**src/rtl/wmhp_pkg.sv**
```systemverilog
`timescale 1ns / 1ps
// wmhp_pkg: shared constants, frame-state and result types, element start lookup
// for the 802.11 MAC header parser. No dependencies.
package wmhp_pkg;

   localparam int MAX_FRAME_LEN = 4096;
   localparam int CNT_W         = $clog2(MAX_FRAME_LEN + 1);
   localparam logic [CNT_W-1:0] POS_NONE = {CNT_W{1'b1}};

   localparam logic [1:0] TYPE_MGMT    = 2'd0;
   localparam logic [1:0] TYPE_CTRL    = 2'd1;
   localparam logic [1:0] TYPE_DATA    = 2'd2;
   localparam logic [1:0] TYPE_UNKNOWN = 2'd3;

   localparam logic [5:0] SUB_UNKNOWN = 6'd63;
   localparam logic [5:0] SUB_EXT_BASE = 6'd16;

   localparam logic [3:0] MGT_ASSOC_REQ   = 4'd0;
   localparam logic [3:0] MGT_REASSOC_REQ = 4'd2;
   localparam logic [3:0] MGT_PROBE_REQ   = 4'd4;
   localparam logic [3:0] MGT_PROBE_RSP   = 4'd5;
   localparam logic [3:0] MGT_RSVD_A      = 4'd7;
   localparam logic [3:0] MGT_BEACON      = 4'd8;
   localparam logic [3:0] MGT_RSVD_B      = 4'd15;

   localparam logic [3:0] CTL_BFRP        = 4'd4;
   localparam logic [3:0] CTL_VHT_NDPA    = 4'd5;
   localparam logic [3:0] CTL_EXTENSION   = 4'd6;
   localparam logic [3:0] CTL_WRAPPER     = 4'd7;
   localparam logic [3:0] CTL_BAR         = 4'd8;
   localparam logic [3:0] CTL_BA          = 4'd9;
   localparam logic [3:0] CTL_PSPOLL      = 4'd10;
   localparam logic [3:0] CTL_RTS         = 4'd11;
   localparam logic [3:0] CTL_CFEND       = 4'd14;
   localparam logic [3:0] CTL_CFEND_ACK   = 4'd15;
   localparam logic [3:0] EXT_MIN         = 4'd2;
   localparam logic [3:0] EXT_MAX         = 4'd10;

   localparam logic [3:0] DATA_RSVD       = 4'd13;
   localparam logic [3:0] DATA_QOS_FIRST  = 4'd8;

   localparam logic [2:0] SLOT_NONE = 3'd0;
   localparam logic [2:0] SLOT_1    = 3'd1;
   localparam logic [2:0] SLOT_2    = 3'd2;
   localparam logic [2:0] SLOT_3    = 3'd3;
   localparam logic [2:0] SLOT_4    = 3'd4;

   localparam logic [CNT_W-1:0] POS_QOS_SHORT = CNT_W'(25);
   localparam logic [CNT_W-1:0] POS_QOS_LONG  = CNT_W'(31);

   typedef struct packed {
      logic [CNT_W-1:0] byte_count;
      logic [15:0]      fc_word;
      logic [7:0]       qos_short;
      logic [7:0]       qos_long;
      logic [CNT_W-1:0] next_tag_pos;
      logic [CNT_W-1:0] ssid_pos;
      logic [7:0]       ssid_len;
      logic             tag_id_zero;
      logic             ssid_found;
   } frame_state_type;

   typedef struct packed {
      logic [1:0]  frame_type;
      logic [5:0]  subtype_code;
      logic [7:0]  fc_flags;
      logic        amsdu_present;
      logic [2:0]  ra_slot;
      logic [2:0]  ta_slot;
      logic [2:0]  bssid_slot;
      logic [2:0]  da_slot;
      logic [2:0]  sa_slot;
      logic [11:0] ssid_offset;
      logic [7:0]  ssid_length;
   } result_type;

   // offset of the first information element, 0 for frames without an SSID
   function automatic logic [CNT_W-1:0] ie_start(input logic [1:0] ftype,
                                                 input logic [3:0] nib);
      logic [CNT_W-1:0] st;
      st = '0;
      if (ftype == TYPE_MGMT) begin
         unique case (nib)
            MGT_BEACON, MGT_PROBE_RSP: st = CNT_W'(36);
            MGT_PROBE_REQ:             st = CNT_W'(24);
            MGT_ASSOC_REQ:             st = CNT_W'(28);
            MGT_REASSOC_REQ:           st = CNT_W'(34);
            default:                   st = '0;
         endcase
      end
      return st;
   endfunction

endpackage

```
**src/rtl/wmhp_ifs.sv**
```systemverilog
`timescale 1ns / 1ps
// wmhp_req_if / wmhp_rsp_if: valid/ready channels for frame bytes and parse results.
// Depends on nothing.
interface wmhp_req_if;
   logic       valid;
   logic       ready;
   logic [7:0] frame_byte;
   logic       last_byte;

   modport source (output valid, frame_byte, last_byte, input ready);
   modport sink   (input valid, frame_byte, last_byte, output ready);
endinterface

interface wmhp_rsp_if;
   logic        valid;
   logic        ready;
   logic [1:0]  frame_type;
   logic [5:0]  subtype_code;
   logic [7:0]  fc_flags;
   logic        amsdu_present;
   logic [2:0]  ra_slot;
   logic [2:0]  ta_slot;
   logic [2:0]  bssid_slot;
   logic [2:0]  da_slot;
   logic [2:0]  sa_slot;
   logic [11:0] ssid_offset;
   logic [7:0]  ssid_length;

   modport source (output valid, frame_type, subtype_code, fc_flags, amsdu_present,
                   ra_slot, ta_slot, bssid_slot, da_slot, sa_slot, ssid_offset,
                   ssid_length, input ready);
   modport sink   (input valid, frame_type, subtype_code, fc_flags, amsdu_present,
                   ra_slot, ta_slot, bssid_slot, da_slot, sa_slot, ssid_offset,
                   ssid_length, output ready);
endinterface

```
**src/rtl/wmhp_byte_track.sv**
```systemverilog
`timescale 1ns / 1ps
// wmhp_byte_track: per-frame state (byte count, frame control, QoS bytes, IE walk).
// Depends on wmhp_pkg.
module wmhp_byte_track (
   input  logic                      clock,
   input  logic                      reset,
   input  logic                      step,
   input  logic [7:0]                frame_byte,
   input  logic                      last_byte,
   output wmhp_pkg::frame_state_type state_upd
);

   wmhp_pkg::frame_state_type state_ff, state_in, upd;
   logic [wmhp_pkg::CNT_W-1:0] pos;
   logic [wmhp_pkg::CNT_W-1:0] st;
   logic [wmhp_pkg::CNT_W:0]   tag_ext;
   logic [wmhp_pkg::CNT_W:0]   walk_sum;

   always_comb begin
      upd      = state_ff;
      pos      = state_ff.byte_count;
      st       = wmhp_pkg::ie_start(frame_byte[3:2], frame_byte[7:4]);
      tag_ext  = '0;
      walk_sum = '0;
      if (state_ff.byte_count < wmhp_pkg::CNT_W'(wmhp_pkg::MAX_FRAME_LEN)) begin
         if (pos == '0) begin
            upd.fc_word      = {frame_byte, 8'h00};
            upd.next_tag_pos = (st != '0) ? st : wmhp_pkg::POS_NONE;
            upd.tag_id_zero  = 1'b0;
            upd.ssid_found   = 1'b0;
         end else if (pos == wmhp_pkg::CNT_W'(1)) begin
            upd.fc_word[7:0] = frame_byte;
         end
         if (pos == wmhp_pkg::POS_QOS_SHORT) upd.qos_short = frame_byte;
         if (pos == wmhp_pkg::POS_QOS_LONG)  upd.qos_long  = frame_byte;

         tag_ext  = {1'b0, upd.next_tag_pos};
         walk_sum = tag_ext + (wmhp_pkg::CNT_W+1)'(frame_byte) + (wmhp_pkg::CNT_W+1)'(2);
         if (!upd.ssid_found) begin
            if ({1'b0, pos} == tag_ext) begin
               upd.tag_id_zero = (frame_byte == 8'h00);
            end else if ({1'b0, pos} == tag_ext + (wmhp_pkg::CNT_W+1)'(1)) begin
               if (upd.tag_id_zero) begin
                  upd.tag_id_zero = 1'b0;
                  upd.ssid_found  = 1'b1;
                  upd.ssid_pos    = pos + wmhp_pkg::CNT_W'(1);
                  upd.ssid_len    = frame_byte;
               end else begin
                  upd.next_tag_pos = (walk_sum > {1'b0, wmhp_pkg::POS_NONE}) ?
                                     wmhp_pkg::POS_NONE : walk_sum[wmhp_pkg::CNT_W-1:0];
               end
            end
         end else if (pos == upd.ssid_pos && frame_byte == 8'h00) begin
            upd.ssid_len = 8'h00;
         end
         upd.byte_count = pos + wmhp_pkg::CNT_W'(1);
      end
      state_upd = upd;
      if (step) begin
         state_in = last_byte ? '0 : upd;
      end else begin
         state_in = state_ff;
      end
   end

   always_ff @(posedge clock) begin
      if (reset) begin
         state_ff <= '0;
      end else begin
         state_ff <= state_in;
      end
   end

endmodule

```
**src/rtl/wmhp_decode.sv**
```systemverilog
`timescale 1ns / 1ps
// wmhp_decode: builds the result (type, subtype, flags, address slots, SSID)
// from the frame state after the last byte. Depends on wmhp_pkg.
module wmhp_decode (
   input  wmhp_pkg::frame_state_type fs,
   output wmhp_pkg::result_type      res
);

   logic [wmhp_pkg::CNT_W-1:0] sz;
   logic [7:0] b0, b1, flags, q;
   logic [1:0] t;
   logic [3:0] nib, ext;
   logic [5:0] code;
   logic       is_ext, to_ds, from_ds, amsdu;
   logic [2:0] a1, a2, a3, a4, ra, bssid, da, sa;
   logic [wmhp_pkg::CNT_W-1:0] st;
   logic       ctl_a2;

   always_comb begin
      sz  = fs.byte_count;
      b0  = fs.fc_word[15:8];
      b1  = fs.fc_word[7:0];
      t   = b0[3:2];
      nib = b0[7:4];
      ext = b1[3:0];

      unique case (t)
         wmhp_pkg::TYPE_MGMT:
            code = (nib == wmhp_pkg::MGT_RSVD_A || nib == wmhp_pkg::MGT_RSVD_B) ?
                   wmhp_pkg::SUB_UNKNOWN : {2'b00, nib};
         wmhp_pkg::TYPE_DATA:
            code = (nib == wmhp_pkg::DATA_RSVD) ? wmhp_pkg::SUB_UNKNOWN : {2'b00, nib};
         wmhp_pkg::TYPE_CTRL: begin
            if (nib == wmhp_pkg::CTL_BFRP || nib == wmhp_pkg::CTL_VHT_NDPA ||
                nib >= wmhp_pkg::CTL_WRAPPER) begin
               code = {2'b00, nib};
            end else if (nib == wmhp_pkg::CTL_EXTENSION && sz > wmhp_pkg::CNT_W'(1) &&
                         ext >= wmhp_pkg::EXT_MIN && ext <= wmhp_pkg::EXT_MAX) begin
               code = wmhp_pkg::SUB_EXT_BASE + {2'b00, ext};
            end else begin
               code = wmhp_pkg::SUB_UNKNOWN;
            end
         end
         default: code = wmhp_pkg::SUB_UNKNOWN;
      endcase

      is_ext  = (t == wmhp_pkg::TYPE_CTRL) && (code >= wmhp_pkg::SUB_EXT_BASE) &&
                (code != wmhp_pkg::SUB_UNKNOWN);
      flags   = is_ext ? {b1[7:4], 4'b0000} : b1;
      to_ds   = flags[0];
      from_ds = flags[1];

      q     = (to_ds && from_ds) ? ((sz > wmhp_pkg::CNT_W'(31)) ? fs.qos_long : 8'h00)
                                 : fs.qos_short;
      amsdu = (t == wmhp_pkg::TYPE_DATA) && (nib >= wmhp_pkg::DATA_QOS_FIRST) &&
              (nib != wmhp_pkg::DATA_RSVD) && (sz >= wmhp_pkg::CNT_W'(31)) && q[7];

      ctl_a2 = (t == wmhp_pkg::TYPE_CTRL) &&
               (code == {2'b00, wmhp_pkg::CTL_BAR} || code == {2'b00, wmhp_pkg::CTL_BA} ||
                code == {2'b00, wmhp_pkg::CTL_PSPOLL} || code == {2'b00, wmhp_pkg::CTL_RTS} ||
                code == {2'b00, wmhp_pkg::CTL_CFEND} ||
                code == {2'b00, wmhp_pkg::CTL_CFEND_ACK});
      a1 = (sz >= wmhp_pkg::CNT_W'(10)) ? wmhp_pkg::SLOT_1 : wmhp_pkg::SLOT_NONE;
      a2 = (sz >= wmhp_pkg::CNT_W'(16) && (t == wmhp_pkg::TYPE_MGMT ||
            t == wmhp_pkg::TYPE_DATA || ctl_a2)) ? wmhp_pkg::SLOT_2 : wmhp_pkg::SLOT_NONE;
      a3 = (sz >= wmhp_pkg::CNT_W'(22) && (t == wmhp_pkg::TYPE_MGMT ||
            t == wmhp_pkg::TYPE_DATA)) ? wmhp_pkg::SLOT_3 : wmhp_pkg::SLOT_NONE;
      a4 = (sz >= wmhp_pkg::CNT_W'(30) && t == wmhp_pkg::TYPE_DATA && to_ds && from_ds) ?
           wmhp_pkg::SLOT_4 : wmhp_pkg::SLOT_NONE;

      ra = (t == wmhp_pkg::TYPE_MGMT || t == wmhp_pkg::TYPE_DATA ||
            (t == wmhp_pkg::TYPE_CTRL && code != {2'b00, wmhp_pkg::CTL_WRAPPER})) ?
           a1 : wmhp_pkg::SLOT_NONE;
      bssid = wmhp_pkg::SLOT_NONE;
      da    = wmhp_pkg::SLOT_NONE;
      sa    = wmhp_pkg::SLOT_NONE;
      unique case (t)
         wmhp_pkg::TYPE_MGMT: begin
            bssid = a3;
            da    = a1;
            sa    = a2;
         end
         wmhp_pkg::TYPE_CTRL: begin
            if (code == {2'b00, wmhp_pkg::CTL_PSPOLL}) begin
               bssid = ra;
            end else if (code == {2'b00, wmhp_pkg::CTL_CFEND} ||
                         code == {2'b00, wmhp_pkg::CTL_CFEND_ACK}) begin
               bssid = a2;
            end
         end
         wmhp_pkg::TYPE_DATA: begin
            priority if (!from_ds && !to_ds) bssid = a3;
            else if (!from_ds && to_ds) bssid = a2;
            else if (from_ds && !to_ds) bssid = a1;
            else if (amsdu) bssid = a3;
            else bssid = wmhp_pkg::SLOT_NONE;
            if (!from_ds) begin
               da = a1;
               sa = a2;
            end else if (!amsdu) begin
               da = a3;
               sa = to_ds ? a4 : a3;
            end
         end
         default: ;
      endcase

      st = wmhp_pkg::ie_start(t, nib);
      res.ssid_offset = '0;
      res.ssid_length = '0;
      if (st != '0 && sz > wmhp_pkg::CNT_W'(37) && fs.ssid_found &&
          (fs.ssid_pos == st + wmhp_pkg::CNT_W'(2) || fs.ssid_pos < sz)) begin
         res.ssid_offset = fs.ssid_pos[11:0];
         res.ssid_length = (fs.ssid_pos < sz) ? fs.ssid_len : 8'h00;
      end

      res.frame_type    = t;
      res.subtype_code  = code;
      res.fc_flags      = flags;
      res.amsdu_present = amsdu;
      res.ra_slot       = ra;
      res.ta_slot       = a2;
      res.bssid_slot    = bssid;
      res.da_slot       = da;
      res.sa_slot       = sa;
   end

endmodule

```
**src/rtl/wlan_mac_header_parser_top.sv**
```systemverilog
`timescale 1ns / 1ps
// wlan_mac_header_parser_top: input register, byte tracker, decoder, result register.
// Depends on wmhp_pkg, wmhp_ifs, wmhp_byte_track, wmhp_decode.

// Takes one frame byte per cycle, except in the stall below, with no gaps needed
// between frames. Each accepted byte lands in an input register and from there
// updates the per-frame state; the byte marked last also produces the parse result
// into the output register, which drives the result outputs. The output register lets
// input continue while a result waits; input stalls only when a last byte arrives and
// the previous result has not yet been taken.
module wlan_mac_header_parser_top (
   input logic      clock,
   input logic      reset,
   wmhp_req_if.sink   req_bus,
   wmhp_rsp_if.source rsp_bus
);

   logic                 in_valid_ff, in_valid_in;
   logic [7:0]           in_byte_ff, in_byte_in;
   logic                 in_last_ff, in_last_in;
   logic                 advance;
   logic                 out_valid_ff, out_valid_in;
   wmhp_pkg::result_type out_ff, out_in, res;
   wmhp_pkg::frame_state_type state_upd;

   assign advance = in_valid_ff && (!in_last_ff || !out_valid_ff || rsp_bus.ready);
   assign req_bus.ready = !in_valid_ff || advance;

   wmhp_byte_track u_track (
      .clock      (clock),
      .reset      (reset),
      .step       (advance),
      .frame_byte (in_byte_ff),
      .last_byte  (in_last_ff),
      .state_upd  (state_upd)
   );

   wmhp_decode u_decode (
      .fs  (state_upd),
      .res (res)
   );

   always_comb begin
      in_valid_in = in_valid_ff;
      in_byte_in  = in_byte_ff;
      in_last_in  = in_last_ff;
      if (req_bus.ready) begin
         in_valid_in = req_bus.valid;
         in_byte_in  = req_bus.frame_byte;
         in_last_in  = req_bus.last_byte;
      end
      out_valid_in = out_valid_ff;
      out_in       = out_ff;
      if (advance && in_last_ff) begin
         out_valid_in = 1'b1;
         out_in       = res;
      end else if (rsp_bus.ready) begin
         out_valid_in = 1'b0;
      end
   end

   always_ff @(posedge clock) begin
      if (reset) begin
         in_valid_ff  <= 1'b0;
         out_valid_ff <= 1'b0;
      end else begin
         in_valid_ff  <= in_valid_in;
         out_valid_ff <= out_valid_in;
      end
      in_byte_ff <= in_byte_in;
      in_last_ff <= in_last_in;
      out_ff     <= out_in;
   end

   assign rsp_bus.valid         = out_valid_ff;
   assign rsp_bus.frame_type    = out_ff.frame_type;
   assign rsp_bus.subtype_code  = out_ff.subtype_code;
   assign rsp_bus.fc_flags      = out_ff.fc_flags;
   assign rsp_bus.amsdu_present = out_ff.amsdu_present;
   assign rsp_bus.ra_slot       = out_ff.ra_slot;
   assign rsp_bus.ta_slot       = out_ff.ta_slot;
   assign rsp_bus.bssid_slot    = out_ff.bssid_slot;
   assign rsp_bus.da_slot       = out_ff.da_slot;
   assign rsp_bus.sa_slot       = out_ff.sa_slot;
   assign rsp_bus.ssid_offset   = out_ff.ssid_offset;
   assign rsp_bus.ssid_length   = out_ff.ssid_length;

endmodule
```
**src/flat_wrapper.sv**
```systemverilog
// flat-port wrapper written by rule: the top's interface ports become plain ports
module wlan_mac_header_parser_top_flat 
  (clock, reset, req_bus_valid, req_bus_frame_byte, req_bus_last_byte, req_bus_ready, rsp_bus_valid, rsp_bus_frame_type, rsp_bus_subtype_code, rsp_bus_fc_flags, rsp_bus_amsdu_present, rsp_bus_ra_slot, rsp_bus_ta_slot, rsp_bus_bssid_slot, rsp_bus_da_slot, rsp_bus_sa_slot, rsp_bus_ssid_offset, rsp_bus_ssid_length, rsp_bus_ready);
  wmhp_req_if req_bus_i ();
  wmhp_rsp_if rsp_bus_i ();
  input logic clock;
  input logic reset;
  input wire logic [$bits(req_bus_i.valid)-1:0] req_bus_valid;
  input wire logic [$bits(req_bus_i.frame_byte)-1:0] req_bus_frame_byte;
  input wire logic [$bits(req_bus_i.last_byte)-1:0] req_bus_last_byte;
  output wire logic [$bits(req_bus_i.ready)-1:0] req_bus_ready;
  output wire logic [$bits(rsp_bus_i.valid)-1:0] rsp_bus_valid;
  output wire logic [$bits(rsp_bus_i.frame_type)-1:0] rsp_bus_frame_type;
  output wire logic [$bits(rsp_bus_i.subtype_code)-1:0] rsp_bus_subtype_code;
  output wire logic [$bits(rsp_bus_i.fc_flags)-1:0] rsp_bus_fc_flags;
  output wire logic [$bits(rsp_bus_i.amsdu_present)-1:0] rsp_bus_amsdu_present;
  output wire logic [$bits(rsp_bus_i.ra_slot)-1:0] rsp_bus_ra_slot;
  output wire logic [$bits(rsp_bus_i.ta_slot)-1:0] rsp_bus_ta_slot;
  output wire logic [$bits(rsp_bus_i.bssid_slot)-1:0] rsp_bus_bssid_slot;
  output wire logic [$bits(rsp_bus_i.da_slot)-1:0] rsp_bus_da_slot;
  output wire logic [$bits(rsp_bus_i.sa_slot)-1:0] rsp_bus_sa_slot;
  output wire logic [$bits(rsp_bus_i.ssid_offset)-1:0] rsp_bus_ssid_offset;
  output wire logic [$bits(rsp_bus_i.ssid_length)-1:0] rsp_bus_ssid_length;
  input wire logic [$bits(rsp_bus_i.ready)-1:0] rsp_bus_ready;
  assign req_bus_i.valid = req_bus_valid;
  assign req_bus_i.frame_byte = req_bus_frame_byte;
  assign req_bus_i.last_byte = req_bus_last_byte;
  assign req_bus_ready = req_bus_i.ready;
  assign rsp_bus_valid = rsp_bus_i.valid;
  assign rsp_bus_frame_type = rsp_bus_i.frame_type;
  assign rsp_bus_subtype_code = rsp_bus_i.subtype_code;
  assign rsp_bus_fc_flags = rsp_bus_i.fc_flags;
  assign rsp_bus_amsdu_present = rsp_bus_i.amsdu_present;
  assign rsp_bus_ra_slot = rsp_bus_i.ra_slot;
  assign rsp_bus_ta_slot = rsp_bus_i.ta_slot;
  assign rsp_bus_bssid_slot = rsp_bus_i.bssid_slot;
  assign rsp_bus_da_slot = rsp_bus_i.da_slot;
  assign rsp_bus_sa_slot = rsp_bus_i.sa_slot;
  assign rsp_bus_ssid_offset = rsp_bus_i.ssid_offset;
  assign rsp_bus_ssid_length = rsp_bus_i.ssid_length;
  assign rsp_bus_i.ready = rsp_bus_ready;
  wlan_mac_header_parser_top u_core (.clock(clock), .reset(reset), .req_bus(req_bus_i), .rsp_bus(rsp_bus_i));
endmodule
```
**config.mk**
```make
export PLATFORM = sky130hd
export DESIGN_NAME = wlan_mac_header_parser_top_flat
export DESIGN_NICKNAME = d
export VERILOG_FILES = /design/src/rtl/wmhp_pkg.sv /design/src/rtl/wmhp_ifs.sv /design/src/rtl/wmhp_byte_track.sv /design/src/rtl/wmhp_decode.sv /design/src/rtl/wlan_mac_header_parser_top.sv /design/src/flat_wrapper.sv
export SDC_FILE = /design/constraint.sdc
export NUM_CORES = 1
export LEC_CHECK = 0
export ABC_AREA = 1
export BUFFER_PORTS_ARGS = -buffer_cell sky130_fd_sc_hd__buf_2
export CAP_MARGIN = 0
export CORE_ASPECT_RATIO = 1.5
export CORE_UTILIZATION = 57
export DETAILED_ROUTE_END_ITERATION = 6
export PLACE_DENSITY = 0.83
export REMOVE_ABC_BUFFERS = 1
export SETUP_SLACK_MARGIN = 0.02
export SYNTH_ARGS = -nofsm -noshare
export SYNTH_HDL_FRONTEND = slang
export SYNTH_HIERARCHICAL = 1
export SYNTH_SLANG_ARGS = --single-unit
```
**constraint.sdc**
```tcl
create_clock -name clock -period 4.8 [get_ports clock]
set_input_delay 0.48 -clock clock [delete_from_list [all_inputs] [get_ports clock]]
set_output_delay 0.48 -clock clock [all_outputs]
set_load 0.02 [all_outputs]
```
==> results of run 1 <==
-- stage by stage --
step           TNS, ps  setup WS [ps]  instance area [um2]  std cells  power, uW
4_1_cts              0           61.7                10800       1669       3090
6_report         -4620           -255                11400       1692       3140
2_1_floorplan   -18220           -924                 9240       1320       1630
3_5_place_dp     -3.38          -3.17                10200       1635       1800
3_3_place_gp         0            159                10200       1635       1790
5_1_grt          -8800           -459                11400       1692       3250
-- what timing repair did --
item	in CTS	in global routing
setup buffers	2	20
endpoints found under the setup margin	20	20
cloned	0	3
pin swaps	0	36
gates resized for setup	2	95
-- cell type report --
| type | count | area (um2) | area share, % |
|---|---|---|---|
| inverter | 187 | 706 | 6.17 |
| tap | 206 | 258 | 2.25 |
| sequential | 128 | 3170 | 27.7 |
| timing repair buffer | 134 | 903 | 7.89 |
| multi-input combinational | 1005 | 5810 | 50.8 |
| clock inverter | 15 | 170 | 1.49 |
| clock buffer | 17 | 425 | 3.72 |
-- per-layer routing --
metal	share of wire, %	GRT usage (%)	vias up
met3	10	5.85	289
met4	9.5	28.5	0
met5	0	0	-
met1	32	34.3	4559
met2	48	59.9	776
li1	-	-	4648
-- worst max-delay path by stage --
| stage | depth (start not counted) | slack [ps] | start | to |
|---|---|---|---|---|
| 6_report | 27 | -250 | u_core/u_track/pos[10] | u_core/rsp_bus.ssid_length[2] |
| 3_3_place_gp | 29 | 160 | u_core/in_byte_ff[4] | u_core/rsp_bus.ssid_offset[6] |
| 3_5_place_dp | 28 | -3 | u_core/in_byte_ff[4] | u_core/rsp_bus.ssid_offset[6] |
| 4_1_cts | 28 | 60 | u_core/in_byte_ff[5] | u_core/rsp_bus.ssid_offset[6] |
| 2_1_floorplan | 27 | -920 | u_core/u_track/pos[12] | u_core/rsp_bus.ssid_offset[1] |
| 5_1_grt | 27 | -460 | u_core/u_track/pos[10] | u_core/rsp_bus.ssid_length[1] |
-- placed cells by master (no fill, tap or decap), types with 5 or more instances in the layout --
cell         n
nand2_2     19
nor2_1      79
a21oi_2      9
xor2_1      23
inv_2       22
nand3_2     19
ha_1        27
nand3_1    100
nand4_1     36
clkbuf_16   19
nor3_1       9
inv_1      159
nor2_4      21
buf_4       61
nand2_1    379
buf_2       66
edfxtp_1    61
and2_4       7
nor3_2       5
dfxtp_1     67
o21ai_0     37
ha_4         8
o21ai_1      8
conb_1       6
nand2_4     16
xnor2_1      9
nor2_2      37
clkinv_8     5
o31ai_1      7
a21oi_1     96
-- worst max-delay path, delay by kind of cell (launching register included) --
kind            cells  cell delay [ps]
compound gates      3              520
fa+ha+maj           1              310
buf+inv             3              610
flops               1              400
simple gates       20             2970
-- flip-flops by register name (all words and copies together), names as in the netlist --
| name | flops |
|---|---|
| u_core/in_byte_ff | 8 |
| u_core/rsp_bus.valid | 1 |
| u_core/rsp_bus.bssid_slot | 3 |
| u_core/rsp_bus.sa_slot | 3 |
| u_core/rsp_bus.fc_flags | 8 |
| u_core/rsp_bus.ssid_length | 8 |
| u_core/in_valid_ff | 1 |
| u_core/rsp_bus.subtype_code | 6 |
| u_core/u_track/state_ff | 52 |
| u_core/rsp_bus.frame_type | 2 |
| u_core/rsp_bus.ra_slot | 3 |
| u_core/rsp_bus.amsdu_present | 1 |
| u_core/in_last_ff | 1 |
| u_core/rsp_bus.ssid_offset | 12 |
| u_core/rsp_bus.da_slot | 3 |
| u_core/u_track/pos | 13 |
| u_core/rsp_bus.ta_slot | 3 |
-- power by group through the flow --
stage,Combinational (uW),Sequential (uW),Clock [uW]
floorplan,403,1230,0
global placement,581,1210,0
detailed placement,589,1210,0
CTS,595,1190,1310
global route,707,1190,1350
finish,647,1190,1310
==> results.tsv, run 1 <==
metric	value	unit
global placer's final weighted congestion	1.05	
cts bufs inserted	17	
CTS Hold Bufs	0	
Final ANT Viol Nets	0	
reg2reg path depth	27	
# DRC	1	
Clk Tree Root Cell	clkbuf_16	
Clock Sinks	128	
Setup Viol. Count Final	20	
Switching Share	33.9	%
Critical R2R Launch	u_core/u_track/pos[10]	
VDD IR-drop max	0.208	mV
Ys Warns	6	
DIE HEIGHT	161	um
Clock Path Buffers	2	
Slew headroom	29.6	%
endpoints failing hold	0	
Routed WL per cell	19.1	um
filler instances	1289	
fin crit share	105	%
Finished Core Util	69.8	%
outcome	complete, but fails checks	
Worst Setup Start Kind	flop	
global-route wire length before repair	45400	um
clock-pin slew on the worst setup and hold paths	70	ps
Clock Skew	17.5	ps
initial DRC count	1179	
Skew-Pair Late Insertion Delay	430	ps
H-tree Lvls	4	
Worst EP arrival	5230	ps
Slew Limit Fails	0	
Max FO, Critical Path	7	
clock share of power	41.6	%
IO Pins	67	
Syn Inst Count	1388	
Logic pwr share	20.6	%
Critical Path RT	4980	ps
Crit-path slowest cell	dfxtp_1	
Worst Hold Class	primary input to flop	
min Tclk post-route	5050	ps
fraction of layout cells with a size suffix above 1	24.0	%
Post-Syn Area per Cell	6.95	um2
Flop pwr share	37.8	%
Tot GR Track Use	34.1	%
I/O Buffers	66	
worst slew pin tran	1060	ps
Nets	1523	
Syn-to-layout area delta	18.7	%
row cnt	57	
First-pass DRT Iterations	7	
hold_sp	req_bus_frame_byte[4]	
crit-path most repeated cell	nand2_1	
fmax	0.198	GHz
starting density of the core	58.8	%
WS Path Type	flop to flop	
ant diodes	0	
Die X	108	um
hold path cells	1	
final setup margin	-255	ps
Worst setup EP type	flop	
Largest stage delay, worst path	400	ps
Psw	1070	uW
largest net degree at the start of global routing	68	
CTS tree	yes	
synthesized cell area	9640	um2
pwr dens	274	nW/um2
Placeable Area	16400	um2
via/cell ratio	6.07	
r2r endpoint	u_core/rsp_bus.ssid_length[2]	
grt total ovfl	0	
reg-to-reg setup timing slack	-250	ps
Post-Route WL	32300	um
die outline area	17400	um2
vias in the first global route	9379	
Pint	2070	uW
routed vias	10300	
failing checks	design-rule violations, negative setup slack	
initial antenna violation count	0	
P_leak	0.00502	uW
hold_ws	228	ps
max cap viols	0	
Hold Crit Endpoint	u_core/in_byte_ff[4]	
dpl hpwl	21200	um
Note: power is estimated with default switching activity, not from simulation.
==> inputs of run 2 (changes only) <==
--- a/config.mk
+++ b/config.mk
@@ -9,9 +9,9 @@
 export BUFFER_PORTS_ARGS = -buffer_cell sky130_fd_sc_hd__buf_2
 export CAP_MARGIN = 0
 export CORE_ASPECT_RATIO = 1.5
-export CORE_UTILIZATION = 57
+export CORE_UTILIZATION = 47
 export DETAILED_ROUTE_END_ITERATION = 6
-export PLACE_DENSITY = 0.83
+export PLACE_DENSITY = 0.71
 export REMOVE_ABC_BUFFERS = 1
 export SETUP_SLACK_MARGIN = 0.02
 export SYNTH_ARGS = -nofsm -noshare
==> run 2 against run 1 <==
  * Via count fell by 9.7%
  * First-iteration DRC count down 41%
  * Combinational power decreased by 4.5%
  * Global-route usage decreased by 7.3 points
  * Fmax rose by 10%
  * Highest routed layer unchanged
  * The run now ends clean
  * Flip-flop and latch count did not move
  * Count of clock-buffer cells in the layout is 4 higher
  * Critical endpoint is now u_core/rsp_bus.ssid_length[5]
  * Largest cell class unchanged
  * Hold slack got worse by 9.0 ps
  * Core utilization decreased by 15 points
  * Design area shrank 3.7%
==> results.tsv, run 2 (synthesis results as in run 1) <==
metric	value	unit
outcome	finished clean	
CTS Hold Bufs	0	
Skew-Pair Late Insertion Delay	440	ps
Final ANT Viol Nets	0	
initial antenna violation count	0	
Clock Sinks	128	
CTS tree	yes	
row cnt	63	
largest net degree at the start of global routing	66	
min Tclk post-route	4580	ps
DIE HEIGHT	177	um
Psw	946	uW
Die X	119	um
endpoints failing hold	0	
# DRC	0	
Logic pwr share	20.3	%
most frequent cells in the layout	nand2_1 (386), inv_1 (159), nand3_1 (106), a21oi_1 (99), nor2_1 (85)	
Clk Tree Root Cell	clkbuf_16	
Largest stage delay, worst path	490	ps
Slew Limit Fails	0	
Flop pwr share	39.1	%
ant diodes	0	
dpl hpwl	21000	um
Max FO, Critical Path	10	
Post-Route WL	27900	um
largest register by flop count	u_core/u_track/state_ff	
max cap viols	0	
Slew headroom	29.3	%
pre-CTS WS	-44.5	ps
vias in the first global route	8890	
grt total ovfl	0	
Crit path max-delay family	simple AND/OR/NAND/NOR gates	
Routed WL per cell	16.1	um
Worst Setup Start Kind	flop	
die outline area	21100	um2
most common cell after layout, fill and taps aside	nand2_1	
H-tree Lvls	4	
clock share of power	40.6	%
Clock Skew	14.8	ps
global placer's final weighted congestion	0.960	
Nets	1506	
via/cell ratio	5.37	
Pint	2090	uW
Critical Path RT	5100	ps
cts bufs inserted	17	
fin crit share	95.4	%
fmax	0.218	GHz
initial DRC count	699	
clock-pin slew on the worst setup and hold paths	60	ps
First-pass DRT Iterations	5	
Placeable Area	19900	um2
I/O Buffers	66	
fraction of layout cells with a size suffix above 1	20.4	%
Setup Viol. Count Final	0	
final setup margin	220	ps
routed vias	9278	
P_leak	0.00484	uW
worst slew pin tran	1060	ps
Switching Share	31.1	%
IO Pins	67	
VDD IR-drop max	0.228	mV
Worst setup EP type	flop	
Crit-path slowest cell	edfxtp_1	
crit-path most repeated cell	nand2_1	
CP bufs+invs	3	
Worst Hold Class	primary input to flop	
WS Path Type	flop to flop	
fin area	11000	um2
Clock Path Buffers	2	
Tot GR Track Use	26.8	%
max reg flops	52	
starting density of the core	48.3	%
Final TNS setup	0	ps
Placed Area	10200	um2
filler instances	1921	
pwr dens	276	nW/um2
Worst EP arrival	4880	ps
global-route wire length before repair	43700	um
Syn-to-layout area delta	14.3	%
[run 2: changes by cell type in the layout (fill, tap and decap cells not counted), moves of 5 or more]
cell      delta
and2_1       +6
and2_4       -6
buf_4       -12
clkinv_8     -5
ha_1         +6
ha_4         -6
nand2_1      +7
nand2_4      -8
nand3_1      +6
nor2_1       +6
nor2_4       -5
[run 2: final cells by class]
| cell class | count | area (um2) | share of cell area [%] |
|---|---|---|---|
| clock inverter | 11 | 80.1 | 0.727 |
| multi-input combinational | 1005 | 5510 | 50.0 |
| sequential | 128 | 3170 | 28.8 |
| clock buffer | 21 | 483 | 4.38 |
| tap | 260 | 325 | 2.95 |
| inverter | 187 | 703 | 6.38 |
| timing repair buffer | 117 | 743 | 6.74 |
[run 2: what timing repair did]
item	CTS	global route
endpoints found under the setup margin	20	20
gates cloned	0	1
buffers inserted	1	15
gates resized for setup	1	31
pin swaps	0	11
[run 2: worst paths after layout]
kind                                                   from                             to  slack [ps]  depth (start not counted)
worst max-delay path                   u_core/in_byte_ff[4]  u_core/rsp_bus.ssid_length[5]         220                         31
worst min-delay path                  req_bus_frame_byte[3]           u_core/in_byte_ff[3]         220                          1
worst max register to register         u_core/in_byte_ff[4]  u_core/rsp_bus.ssid_length[5]         220                         31
worst min register to register  u_core/u_track/state_ff[66]    u_core/u_track/state_ff[66]         460                          2
[run 2: worst register-to-register path, delay by kind of cell (launching register included)]
kind,cells,cell delay (ps)
compound gates,4,520
buf+inv,3,330
flops,1,490
simple gates,21,2510
fa+ha+maj,2,440
xor+xnor,1,140
[run 2: per-layer routing]
metal	wire length [um]	up-vias	track usage (%)
met5	0	-	0
met3	1260	107	4.66
met1	10100	4249	26.5
met4	2000	0	18.2
li1	-	4598	-
met2	14500	324	50.7
[run 2: through the flow]
step	power (uW)	cells	hold slack (ps)	utilization, %
after CTS	3040	1713	207	53.9
after detailed placement	1800	1680	456	51.0
after floorplan	1630	1320	436	-
after global routing	3170	1729	208	55.3
after global placement	1800	1680	449	51.0
final	3040	1729	219	55.3
[run 2: power groups by stage]
stage          logic [uW]  clock network (uW)  registers (uW)
2_1_floorplan         403                   0            1230
3_3_place_gp          586                   0            1210
3_5_place_dp          590                   0            1210
4_1_cts               592                1260            1190
5_1_grt               683                1300            1190
6_report              618                1230            1190
